<file path="config.mk">
export PLATFORM = sky130hd
export DESIGN_NAME = thick_line_stepper_unit
export DESIGN_NICKNAME = d
export VERILOG_FILES = /design/src/tls_pkg.sv /design/src/thick_line_stepper_unit.sv /design/src/tls_cfg_regs.sv /design/src/tls_walker.sv /design/src/tls_clip.sv
export SDC_FILE = /design/constraint.sdc
export NUM_CORES = 1
export LEC_CHECK = 0
export ABC_CLOCK_PERIOD_IN_PS = 11700
export BUFFER_PORTS_ARGS = -buffer_cell sky130_fd_sc_hd__buf_2
export CAP_MARGIN = 10
export CORE_ASPECT_RATIO = 0.8
export CORE_MARGIN = 1.5
export CORE_UTILIZATION = 45
export DETAILED_ROUTE_END_ITERATION = 12
export PLACE_DENSITY_LB_ADDON = 0.1
export RECOVER_POWER = 25
export SETUP_SLACK_MARGIN = 0.1
export SLEW_MARGIN = 5
export SYNTH_ARGS = -nofsm -noshare
export SYNTH_HDL_FRONTEND = slang
export SYNTH_HIERARCHICAL = 1
export SYNTH_SLANG_ARGS = --single-unit
</file>
<file path="constraint.sdc">
create_clock -name clk -period 11.7 [get_ports clk]
set_input_delay 1.17 -clock clk [delete_from_list [all_inputs] [get_ports clk]]
set_output_delay 1.17 -clock clk [all_outputs]
set_load 0.005 [all_outputs]
</file>
<file path="src/tls_pkg.sv">
`default_nettype none

package tls_pkg;

  // Field widths fixed by the interface
  localparam int CFG_DATA_W  = 13;
  localparam int CFG_INDEX_W = 1;
  localparam int BRUSH_IN_W  = 7;
  localparam int COLOR_W     = 8;

  // Configuration register indexes
  localparam logic [CFG_INDEX_W-1:0] REG_SURFACE_WIDTH  = 1'b0;
  localparam logic [CFG_INDEX_W-1:0] REG_SURFACE_HEIGHT = 1'b1;

  // Configuration reset values
  localparam logic [CFG_DATA_W-1:0] SURFACE_WIDTH_RESET  = 13'd320;
  localparam logic [CFG_DATA_W-1:0] SURFACE_HEIGHT_RESET = 13'd200;

  // Command codes
  typedef enum logic {
    FUNC_START = 1'b0,
    FUNC_STEP  = 1'b1
  } func_t;

  // Walker status toward the result stage
  typedef struct packed {
    logic busy;
    logic fire;
    logic done;
  } walk_status_t;

endpackage

`default_nettype wire

</file>
<file path="src/thick_line_stepper_unit.sv">
`default_nettype none

// Thick line stepper. A start transaction (func = 0) loads both endpoints, the
// color and the brush side and returns nothing; each following step transaction
// (func = 1) returns the brush square at the current point, clipped to the
// surface, and moves the point one Bresenham step. The square at the end point
// carries done_res and the unit then goes idle; a step while idle returns
// nothing. One transaction may be accepted in every cycle while item_stall is
// low: the Bresenham walker updates its point and error on each accepted step,
// and the clipped square appears in the result register in the cycle after
// the step is accepted. item_stall rises only while a result sits there and
// res_stall holds it. Surface width and height must be written through the
// configuration port only while the unit is idle; the block does not enforce it.
module thick_line_stepper_unit #(
  parameter int COORD_BITS  = 16,
  parameter int MAX_SURFACE = 4096,
  parameter int MAX_BRUSH   = 64
) (
  input  wire logic                                clk,
  input  wire logic                                rst,
  input  wire logic                                cfg_valid,
  output logic                                     cfg_ready,
  input  wire logic [tls_pkg::CFG_INDEX_W-1:0]     cfg_index,
  input  wire logic [tls_pkg::CFG_DATA_W-1:0]      cfg_data,
  input  wire logic                                item_valid,
  output logic                                     item_stall,
  input  wire logic                                func,
  input  wire logic signed [COORD_BITS-1:0]        start_x,
  input  wire logic signed [COORD_BITS-1:0]        start_y,
  input  wire logic signed [COORD_BITS-1:0]        end_x,
  input  wire logic signed [COORD_BITS-1:0]        end_y,
  input  wire logic [tls_pkg::COLOR_W-1:0]         pen_color,
  input  wire logic [tls_pkg::BRUSH_IN_W-1:0]      brush_size,
  output logic                                     res_valid,
  input  wire logic                                res_stall,
  output logic [$clog2(MAX_SURFACE + 1)-1:0]       x_low,
  output logic [$clog2(MAX_SURFACE + 1)-1:0]       y_low,
  output logic [$clog2(MAX_SURFACE + 1)-1:0]       x_high,
  output logic [$clog2(MAX_SURFACE + 1)-1:0]       y_high,
  output logic                                     empty_res,
  output logic [tls_pkg::COLOR_W-1:0]              fill_color,
  output logic                                     done_res
);

  localparam int BRUSH_W = $clog2(MAX_BRUSH + 1);
  localparam int OUT_W   = $clog2(MAX_SURFACE + 1);

  logic [tls_pkg::CFG_DATA_W-1:0]  surface_width;
  logic [tls_pkg::CFG_DATA_W-1:0]  surface_height;
  logic                            accept;
  tls_pkg::walk_status_t           status;
  logic signed [COORD_BITS-1:0]    pos_x;
  logic signed [COORD_BITS-1:0]    pos_y;
  logic [BRUSH_W-1:0]              brush;
  logic [tls_pkg::COLOR_W-1:0]     color_reg;

  // Stall input only while a held result blocks the result register
  assign item_stall = res_valid && res_stall;
  assign accept     = item_valid && !item_stall;

  tls_cfg_regs u_cfg_regs (
    .clk            (clk),
    .rst            (rst),
    .cfg_valid      (cfg_valid),
    .cfg_ready      (cfg_ready),
    .cfg_index      (cfg_index),
    .cfg_data       (cfg_data),
    .surface_width  (surface_width),
    .surface_height (surface_height)
  );

  tls_walker #(
    .COORD_BITS (COORD_BITS),
    .MAX_BRUSH  (MAX_BRUSH),
    .BRUSH_W    (BRUSH_W)
  ) u_walker (
    .clk        (clk),
    .rst        (rst),
    .accept     (accept),
    .func       (func),
    .start_x    (start_x),
    .start_y    (start_y),
    .end_x      (end_x),
    .end_y      (end_y),
    .pen_color  (pen_color),
    .brush_size (brush_size),
    .status     (status),
    .pos_x      (pos_x),
    .pos_y      (pos_y),
    .brush      (brush),
    .color_reg  (color_reg)
  );

  tls_clip #(
    .COORD_BITS  (COORD_BITS),
    .MAX_SURFACE (MAX_SURFACE),
    .BRUSH_W     (BRUSH_W),
    .OUT_W       (OUT_W)
  ) u_clip (
    .clk            (clk),
    .rst            (rst),
    .status         (status),
    .pos_x          (pos_x),
    .pos_y          (pos_y),
    .brush          (brush),
    .color_reg      (color_reg),
    .surface_width  (surface_width),
    .surface_height (surface_height),
    .res_valid      (res_valid),
    .res_stall      (res_stall),
    .x_low          (x_low),
    .y_low          (y_low),
    .x_high         (x_high),
    .y_high         (y_high),
    .empty_res      (empty_res),
    .fill_color     (fill_color),
    .done_res       (done_res)
  );

`ifndef SYNTHESIS
  // The square at the end point ends the line
  assert property (@(posedge clk) disable iff (rst)
    status.fire && status.done |=> !status.busy)
    else $error("walker still busy after the final square");

  // A step while idle produces no result
  assert property (@(posedge clk) disable iff (rst)
    accept && (func == tls_pkg::FUNC_STEP) && !status.busy
      |=> res_valid == $past(res_valid && res_stall))
    else $error("result produced by a step while idle");

  // An empty square reports zero edges
  assert property (@(posedge clk) disable iff (rst)
    res_valid && empty_res |-> (x_low == '0) && (x_high == '0) &&
                              (y_low == '0) && (y_high == '0))
    else $error("empty square with nonzero edges");

  // A non-empty square has positive extent
  assert property (@(posedge clk) disable iff (rst)
    res_valid && !empty_res |-> (x_low < x_high) && (y_low < y_high))
    else $error("non-empty square without extent");
`endif

endmodule

`default_nettype wire

</file>
<file path="src/tls_cfg_regs.sv">
`default_nettype none

module tls_cfg_regs (
  input  wire logic                                clk,
  input  wire logic                                rst,
  input  wire logic                                cfg_valid,
  output logic                                     cfg_ready,
  input  wire logic [tls_pkg::CFG_INDEX_W-1:0]     cfg_index,
  input  wire logic [tls_pkg::CFG_DATA_W-1:0]      cfg_data,
  output logic      [tls_pkg::CFG_DATA_W-1:0]      surface_width,
  output logic      [tls_pkg::CFG_DATA_W-1:0]      surface_height
);

  // Always take a write
  assign cfg_ready = 1'b1;

  // Decode the register index and load
  always_ff @(posedge clk) begin
    if (rst) begin
      surface_width  <= tls_pkg::SURFACE_WIDTH_RESET;
      surface_height <= tls_pkg::SURFACE_HEIGHT_RESET;
    end else if (cfg_valid && cfg_ready) begin
      case (cfg_index)
        tls_pkg::REG_SURFACE_WIDTH:  surface_width  <= cfg_data;
        tls_pkg::REG_SURFACE_HEIGHT: surface_height <= cfg_data;
        default: ;
      endcase
    end
  end

endmodule

`default_nettype wire

</file>
<file path="src/tls_walker.sv">
`default_nettype none

module tls_walker #(
  parameter int COORD_BITS = 16,
  parameter int MAX_BRUSH  = 64,
  parameter int BRUSH_W    = $clog2(MAX_BRUSH + 1)
) (
  input  wire logic                               clk,
  input  wire logic                               rst,
  input  wire logic                               accept,
  input  wire logic                               func,
  input  wire logic signed [COORD_BITS-1:0]       start_x,
  input  wire logic signed [COORD_BITS-1:0]       start_y,
  input  wire logic signed [COORD_BITS-1:0]       end_x,
  input  wire logic signed [COORD_BITS-1:0]       end_y,
  input  wire logic [tls_pkg::COLOR_W-1:0]        pen_color,
  input  wire logic [tls_pkg::BRUSH_IN_W-1:0]     brush_size,
  output tls_pkg::walk_status_t                   status,
  output logic signed [COORD_BITS-1:0]            pos_x,
  output logic signed [COORD_BITS-1:0]            pos_y,
  output logic [BRUSH_W-1:0]                      brush,
  output logic [tls_pkg::COLOR_W-1:0]             color_reg
);

  localparam int D_W   = COORD_BITS + 1;
  localparam int ERR_W = COORD_BITS + 3;

  logic                          busy;
  logic signed [COORD_BITS-1:0]  goal_x;
  logic signed [COORD_BITS-1:0]  goal_y;
  logic signed [D_W-1:0]         delta_x;
  logic signed [D_W-1:0]         neg_delta_y;
  logic                          dir_x_neg;
  logic                          dir_y_neg;
  logic signed [ERR_W-1:0]       error_term;

  logic                          start_cmd;
  logic                          done;
  logic signed [D_W-1:0]         diff_x;
  logic signed [D_W-1:0]         diff_y;
  logic signed [D_W-1:0]         abs_x;
  logic signed [D_W-1:0]         abs_y;
  logic [BRUSH_W-1:0]            brush_next;
  logic signed [ERR_W:0]         twice;
  logic                          step_x;
  logic                          step_y;
  logic signed [ERR_W-1:0]       error_term_next;
  logic signed [COORD_BITS-1:0]  pos_x_next;
  logic signed [COORD_BITS-1:0]  pos_y_next;

  assign start_cmd = (func == tls_pkg::FUNC_START);
  assign done      = (pos_x == goal_x) && (pos_y == goal_y);

  assign status.busy = busy;
  assign status.fire = accept && !start_cmd && busy;
  assign status.done = done;

  // Set up the line: absolute deltas and the clamped brush side
  always_comb begin
    diff_x = D_W'(end_x) - D_W'(start_x);
    diff_y = D_W'(end_y) - D_W'(start_y);
    abs_x  = diff_x[D_W-1] ? -diff_x : diff_x;
    abs_y  = diff_y[D_W-1] ? -diff_y : diff_y;
    if (brush_size == '0) begin
      brush_next = BRUSH_W'(1);
    end else if (int'(brush_size) > MAX_BRUSH) begin
      brush_next = BRUSH_W'(MAX_BRUSH);
    end else begin
      brush_next = BRUSH_W'(brush_size);
    end
  end

  // Advance one Bresenham step
  always_comb begin
    twice           = {error_term, 1'b0};
    step_x          = (twice >= (ERR_W + 1)'(neg_delta_y));
    step_y          = (twice <= (ERR_W + 1)'(delta_x));
    error_term_next = error_term
                    + (step_x ? ERR_W'(neg_delta_y) : '0)
                    + (step_y ? ERR_W'(delta_x) : '0);
    pos_x_next      = pos_x;
    pos_y_next      = pos_y;
    if (step_x) begin
      pos_x_next = dir_x_neg ? pos_x - COORD_BITS'(1) : pos_x + COORD_BITS'(1);
    end
    if (step_y) begin
      pos_y_next = dir_y_neg ? pos_y - COORD_BITS'(1) : pos_y + COORD_BITS'(1);
    end
  end

  // Hold busy while a line is in progress
  always_ff @(posedge clk) begin
    if (rst) begin
      busy <= 1'b0;
    end else if (accept && start_cmd) begin
      busy <= 1'b1;
    end else if (status.fire && done) begin
      busy <= 1'b0;
    end
  end

  // Load the line on start, move the point on each step
  always_ff @(posedge clk) begin
    if (accept && start_cmd) begin
      pos_x       <= start_x;
      pos_y       <= start_y;
      goal_x      <= end_x;
      goal_y      <= end_y;
      color_reg   <= pen_color;
      brush       <= brush_next;
      delta_x     <= abs_x;
      neg_delta_y <= -abs_y;
      dir_x_neg   <= !(start_x < end_x);
      dir_y_neg   <= !(start_y < end_y);
      error_term  <= ERR_W'(abs_x) - ERR_W'(abs_y);
    end else if (status.fire && !done) begin
      pos_x      <= pos_x_next;
      pos_y      <= pos_y_next;
      error_term <= error_term_next;
    end
  end

endmodule

`default_nettype wire

</file>
<file path="src/tls_clip.sv">
`default_nettype none

module tls_clip #(
  parameter int COORD_BITS  = 16,
  parameter int MAX_SURFACE = 4096,
  parameter int BRUSH_W     = 7,
  parameter int OUT_W       = $clog2(MAX_SURFACE + 1)
) (
  input  wire logic                               clk,
  input  wire logic                               rst,
  input  wire tls_pkg::walk_status_t              status,
  input  wire logic signed [COORD_BITS-1:0]       pos_x,
  input  wire logic signed [COORD_BITS-1:0]       pos_y,
  input  wire logic [BRUSH_W-1:0]                 brush,
  input  wire logic [tls_pkg::COLOR_W-1:0]        color_reg,
  input  wire logic [tls_pkg::CFG_DATA_W-1:0]     surface_width,
  input  wire logic [tls_pkg::CFG_DATA_W-1:0]     surface_height,
  output logic                                    res_valid,
  input  wire logic                               res_stall,
  output logic [OUT_W-1:0]                        x_low,
  output logic [OUT_W-1:0]                        y_low,
  output logic [OUT_W-1:0]                        x_high,
  output logic [OUT_W-1:0]                        y_high,
  output logic                                    empty_res,
  output logic [tls_pkg::COLOR_W-1:0]             fill_color,
  output logic                                    done_res
);

  localparam int CFG_W = tls_pkg::CFG_DATA_W;
  localparam int LIM_W = (OUT_W > CFG_W) ? OUT_W : CFG_W;
  localparam int SUM_W = ((COORD_BITS > LIM_W) ? COORD_BITS : LIM_W) + 2;

  logic [OUT_W-1:0]         lim_w;
  logic [OUT_W-1:0]         lim_h;
  logic signed [SUM_W-1:0]  x_start;
  logic signed [SUM_W-1:0]  y_start;
  logic signed [SUM_W-1:0]  x_end;
  logic signed [SUM_W-1:0]  y_end;
  logic [OUT_W-1:0]         xl;
  logic [OUT_W-1:0]         xh;
  logic [OUT_W-1:0]         yl;
  logic [OUT_W-1:0]         yh;
  logic                     empty;
  logic                     res_valid_next;

  function automatic logic [OUT_W-1:0] clamp_lim(input logic signed [SUM_W-1:0] v,
                                                 input logic [OUT_W-1:0] lim);
    logic signed [SUM_W-1:0] lim_s;
    lim_s = $signed(SUM_W'(lim));
    if (v < 0) begin
      return '0;
    end else if (v > lim_s) begin
      return lim;
    end
    return OUT_W'(v);
  endfunction

  // Saturate the surface size at the largest supported surface
  always_comb begin
    lim_w = (LIM_W'(surface_width) > LIM_W'(MAX_SURFACE)) ? OUT_W'(MAX_SURFACE)
                                                          : OUT_W'(surface_width);
    lim_h = (LIM_W'(surface_height) > LIM_W'(MAX_SURFACE)) ? OUT_W'(MAX_SURFACE)
                                                           : OUT_W'(surface_height);
  end

  // Clip the brush square to the surface
  always_comb begin
    x_start = SUM_W'(pos_x);
    y_start = SUM_W'(pos_y);
    x_end   = x_start + $signed(SUM_W'(brush));
    y_end   = y_start + $signed(SUM_W'(brush));
    xl      = clamp_lim(x_start, lim_w);
    xh      = clamp_lim(x_end, lim_w);
    yl      = clamp_lim(y_start, lim_h);
    yh      = clamp_lim(y_end, lim_h);
    empty   = (xh <= xl) || (yh <= yl);
  end

  // Hold the result until it is taken; a new one may replace it in the same cycle
  assign res_valid_next = status.fire || (res_valid && res_stall);

  always_ff @(posedge clk) begin
    if (rst) begin
      res_valid <= 1'b0;
    end else begin
      res_valid <= res_valid_next;
    end
  end

  always_ff @(posedge clk) begin
    if (status.fire) begin
      x_low      <= empty ? '0 : xl;
      y_low      <= empty ? '0 : yl;
      x_high     <= empty ? '0 : xh;
      y_high     <= empty ? '0 : yh;
      empty_res  <= empty;
      fill_color <= color_reg;
      done_res   <= status.done;
    end
  end

endmodule

`default_nettype wire

</file>
==> results.sh <==
export IMPL_dp_cells=2801
export IMPL_num_vias=16400
export IMPL_placed_area_um2=21100
export IMPL_grt_pass1_vias=15200
export IMPL_fillers=4084
export IMPL_first_pass_iters=5
export IMPL_leakagePower_nw=9.20
export IMPL_crit_path_cell_trace="ha_1, fa_1, a211oi_1, o21bai_1, and2_4, nand2_1, xnor2_1, ha_1, and4_1, a221o_1, a2111o_1, o21ai_0, o221a_2, mux2_2, ha_1, nand4_1, nor4_1, a31oi_1, o21ai_0, a21oi_4, nand2_1, nor2_1"
export IMPL_area_growth_pct=10.5
export IMPL_reg_top3="u_walker/error_term x19, u_walker/delta_x x17, u_walker/neg_delta_y x17"
export IMPL_antenna_found_initial=1
export IMPL_ant_nets=0
export IMPL_antenna_cells=0
export IMPL_die_y_um=191
export IMPL_wl_per_cell_um=20.2
export IMPL_globalplace_congestion=0.918
export IMPL_post_place_ws_ns=4.36
export IMPL_layout_drive_gt1_share=0.103
export IMPL_critPathSlowestCell="nand2_1"
export IMPL_portBuffers=162
export IMPL_crit_top_cell="ha_1"
export IMPL_reg2reg_slack_ns=4.20
export IMPL_htreeDepth=1
export IMPL_syn_avg_cell_area_um2=9.31
export IMPL_worstSetupEndpointType="flop"
export IMPL_fin_crit_sh=0.641
export IMPL_die_w_um=238
export IMPL_final_core_util=0.506
export IMPL_cts_resized=0
export IMPL_slew_viol_final=0
export IMPL_drt_iter0_markers=1371
export IMPL_num_rows=68
export IMPL_largest_reg_flops=19
export IMPL_status="completed"
export IMPL_avgViaCountPerCell=5.76
export IMPL_synth_area_um2=19800
export IMPL_hold_viol_final=0
export IMPL_cap_violations=0
export IMPL_rsz0062_at_grt="no"
export IMPL_reg2reg_from="u_walker/pos_x[0]"
export IMPL_top_register="u_walker/error_term"
export IMPL_cp_data_required_time_ns=11.95
export IMPL_min_delay_path_depth=0
export IMPL_cts_sinks=224
export IMPL_syn_inst=2130
export IMPL_cts_made_buffers=26
export IMPL_timing_final_ws_setup_ns=4.20
export IMPL_cts_root_buffer="clkbuf_16"
export IMPL_use_met2=0.369
export IMPL_grt_pass1_wl_mm=87.9
export IMPL_start_util=0.458
export IMPL_worstMarginPinSlew_ns=1.33
export IMPL_place_hpwl_mm=45.7
export IMPL_drt_drc_violations_left=0
export IMPL_setup_viol=0
export IMPL_powerDensity_nw_per_um2=204
export IMPL_r2r_end="u_clip/x_low[5]"
export IMPL_cts_tree="yes"
export IMPL_min_from="u_walker/color_reg[3]"
export IMPL_reg2reg_depth=22
export IMPL_finClkSkew_ns=0.0152
export IMPL_crit_fanout=27
export IMPL_multiInputGateArea_um2=12500
export IMPL_slowest_delay_ns=0.84
export IMPL_ir_drop_mv=0.153
export IMPL_grt_usage=0.250
export IMPL_clock_path_buffers=3
export IMPL_cts_setup_buffers=0
export IMPL_syn_nets=2484
export IMPL_min_path_type="flop to flop"
export IMPL_met1_usage=0.384
export IMPL_final_cell_area_um2=21900
export IMPL_fp_coreArea_um2=43300
export IMPL_nets=2623
export IMPL_wl_mm=57.6
export IMPL_yosys_warnings=6
export IMPL_fmax_mhz=133
export IMPL_die_area_um2=45300
export IMPL_relSlewSlack=0.114
export IMPL_critPathArrivalTime_ns=7.75
export IMPL_io_pins=164
export IMPL_hold_path_endpoint="u_clip/fill_color[3]"
export IMPL_clk_pin_slew_ns=0.07
export IMPL_grt_busiest_layer="met1"
export IMPL_regArea_um2=6450
export IMPL_crit_path_start_kind="flop"
export IMPL_stdcell_count=2849
export IMPL_crit_type="flop to flop"
export IMPL_clk_latency_ns=0.56
export IMPL_use_met3=0.0453
export IMPL_postCtsHoldBufs=0
export IMPL_grt_max_degree=79
export IMPL_period_needed_ns=7.50
export IMPL_setup_tns_ns=0
export IMPL_gr_total_overflow=0
-- per-layer routing --
layer	up-vias	wire length, µm	part of all wire
li1	8025	-	-
met1	7827	29000	0.50
met2	496	23700	0.41
met3	52	4180	0.073
met4	0	763	0.013
met5	-	0	0
-- power by group --
| group | internal [W] | switching, W | total [W] |
|---|---|---|---|
| combinational | 0.00104 | 0.00147 | 0.00251 |
| sequential | 0.00104 | 0.000106 | 0.00115 |
| clock | 0.000465 | 0.000342 | 0.000807 |
-- area by class of cell --
| type | instances | area share |
|---|---|---|
| multi-input combinational | 1693 | 0.571 |
| timing repair buffer | 176 | 0.0390 |
| tap | 560 | 0.0320 |
| clock buffer | 38 | 0.0341 |
| sequential | 224 | 0.294 |
| inverter | 148 | 0.0255 |
| clock inverter | 10 | 0.00400 |
-- worst max-delay path by stage --
stage,startpoint,endpoint,cells after the start
3_5_place_dp,u_walker/pos_x[0],u_clip/x_low[5],22
6_report,u_walker/pos_x[0],u_clip/x_low[5],22
4_1_cts,u_walker/pos_x[0],u_clip/x_low[5],22
2_1_floorplan,end_x[0],u_walker/error_term[16],25
3_3_place_gp,u_walker/pos_x[0],u_clip/y_low[0],22
5_1_grt,u_walker/pos_x[0],u_clip/y_low[4],22
-- worst max-delay path: cells and delay by family, from the launching register on --
family                   cells  cell delay (ns)
adder cells (fa/ha/maj)      4             1.32
multiplexers                 1             0.41
flip-flops                   1             0.51
AO/OA/AOI/OAI                9             2.44
XOR/XNOR                     1             0.19
AND/OR/NAND/NOR              7             2.31
-- cell usage in the layout, fill, tap and decap left out, types with 28 or more instances in the layout --
master      n
o21ai_0    83
ha_1      229
nand2b_1   51
dfxtp_1    28
buf_2     113
nor3_1     32
nor2_1    217
clkbuf_1   57
edfxtp_1  196
nand2_1   129
a211oi_1   30
nand3_1   105
inv_1     146
a21o_1     50
a21oi_1   118
mux2i_1    83
nor2b_1    41
xor2_1     43
xnor2_1   110
nand4_1    38
-- per-stage QoR --
step                hold slack (ns)  power [W]
floorplan                     0.400    0.00301
global placement              0.402    0.00360
detailed placement            0.407    0.00363
CTS                           0.410    0.00446
global route                  0.410    0.00484
finish                        0.408    0.00447
Note: power is estimated with default switching activity, not from simulation.
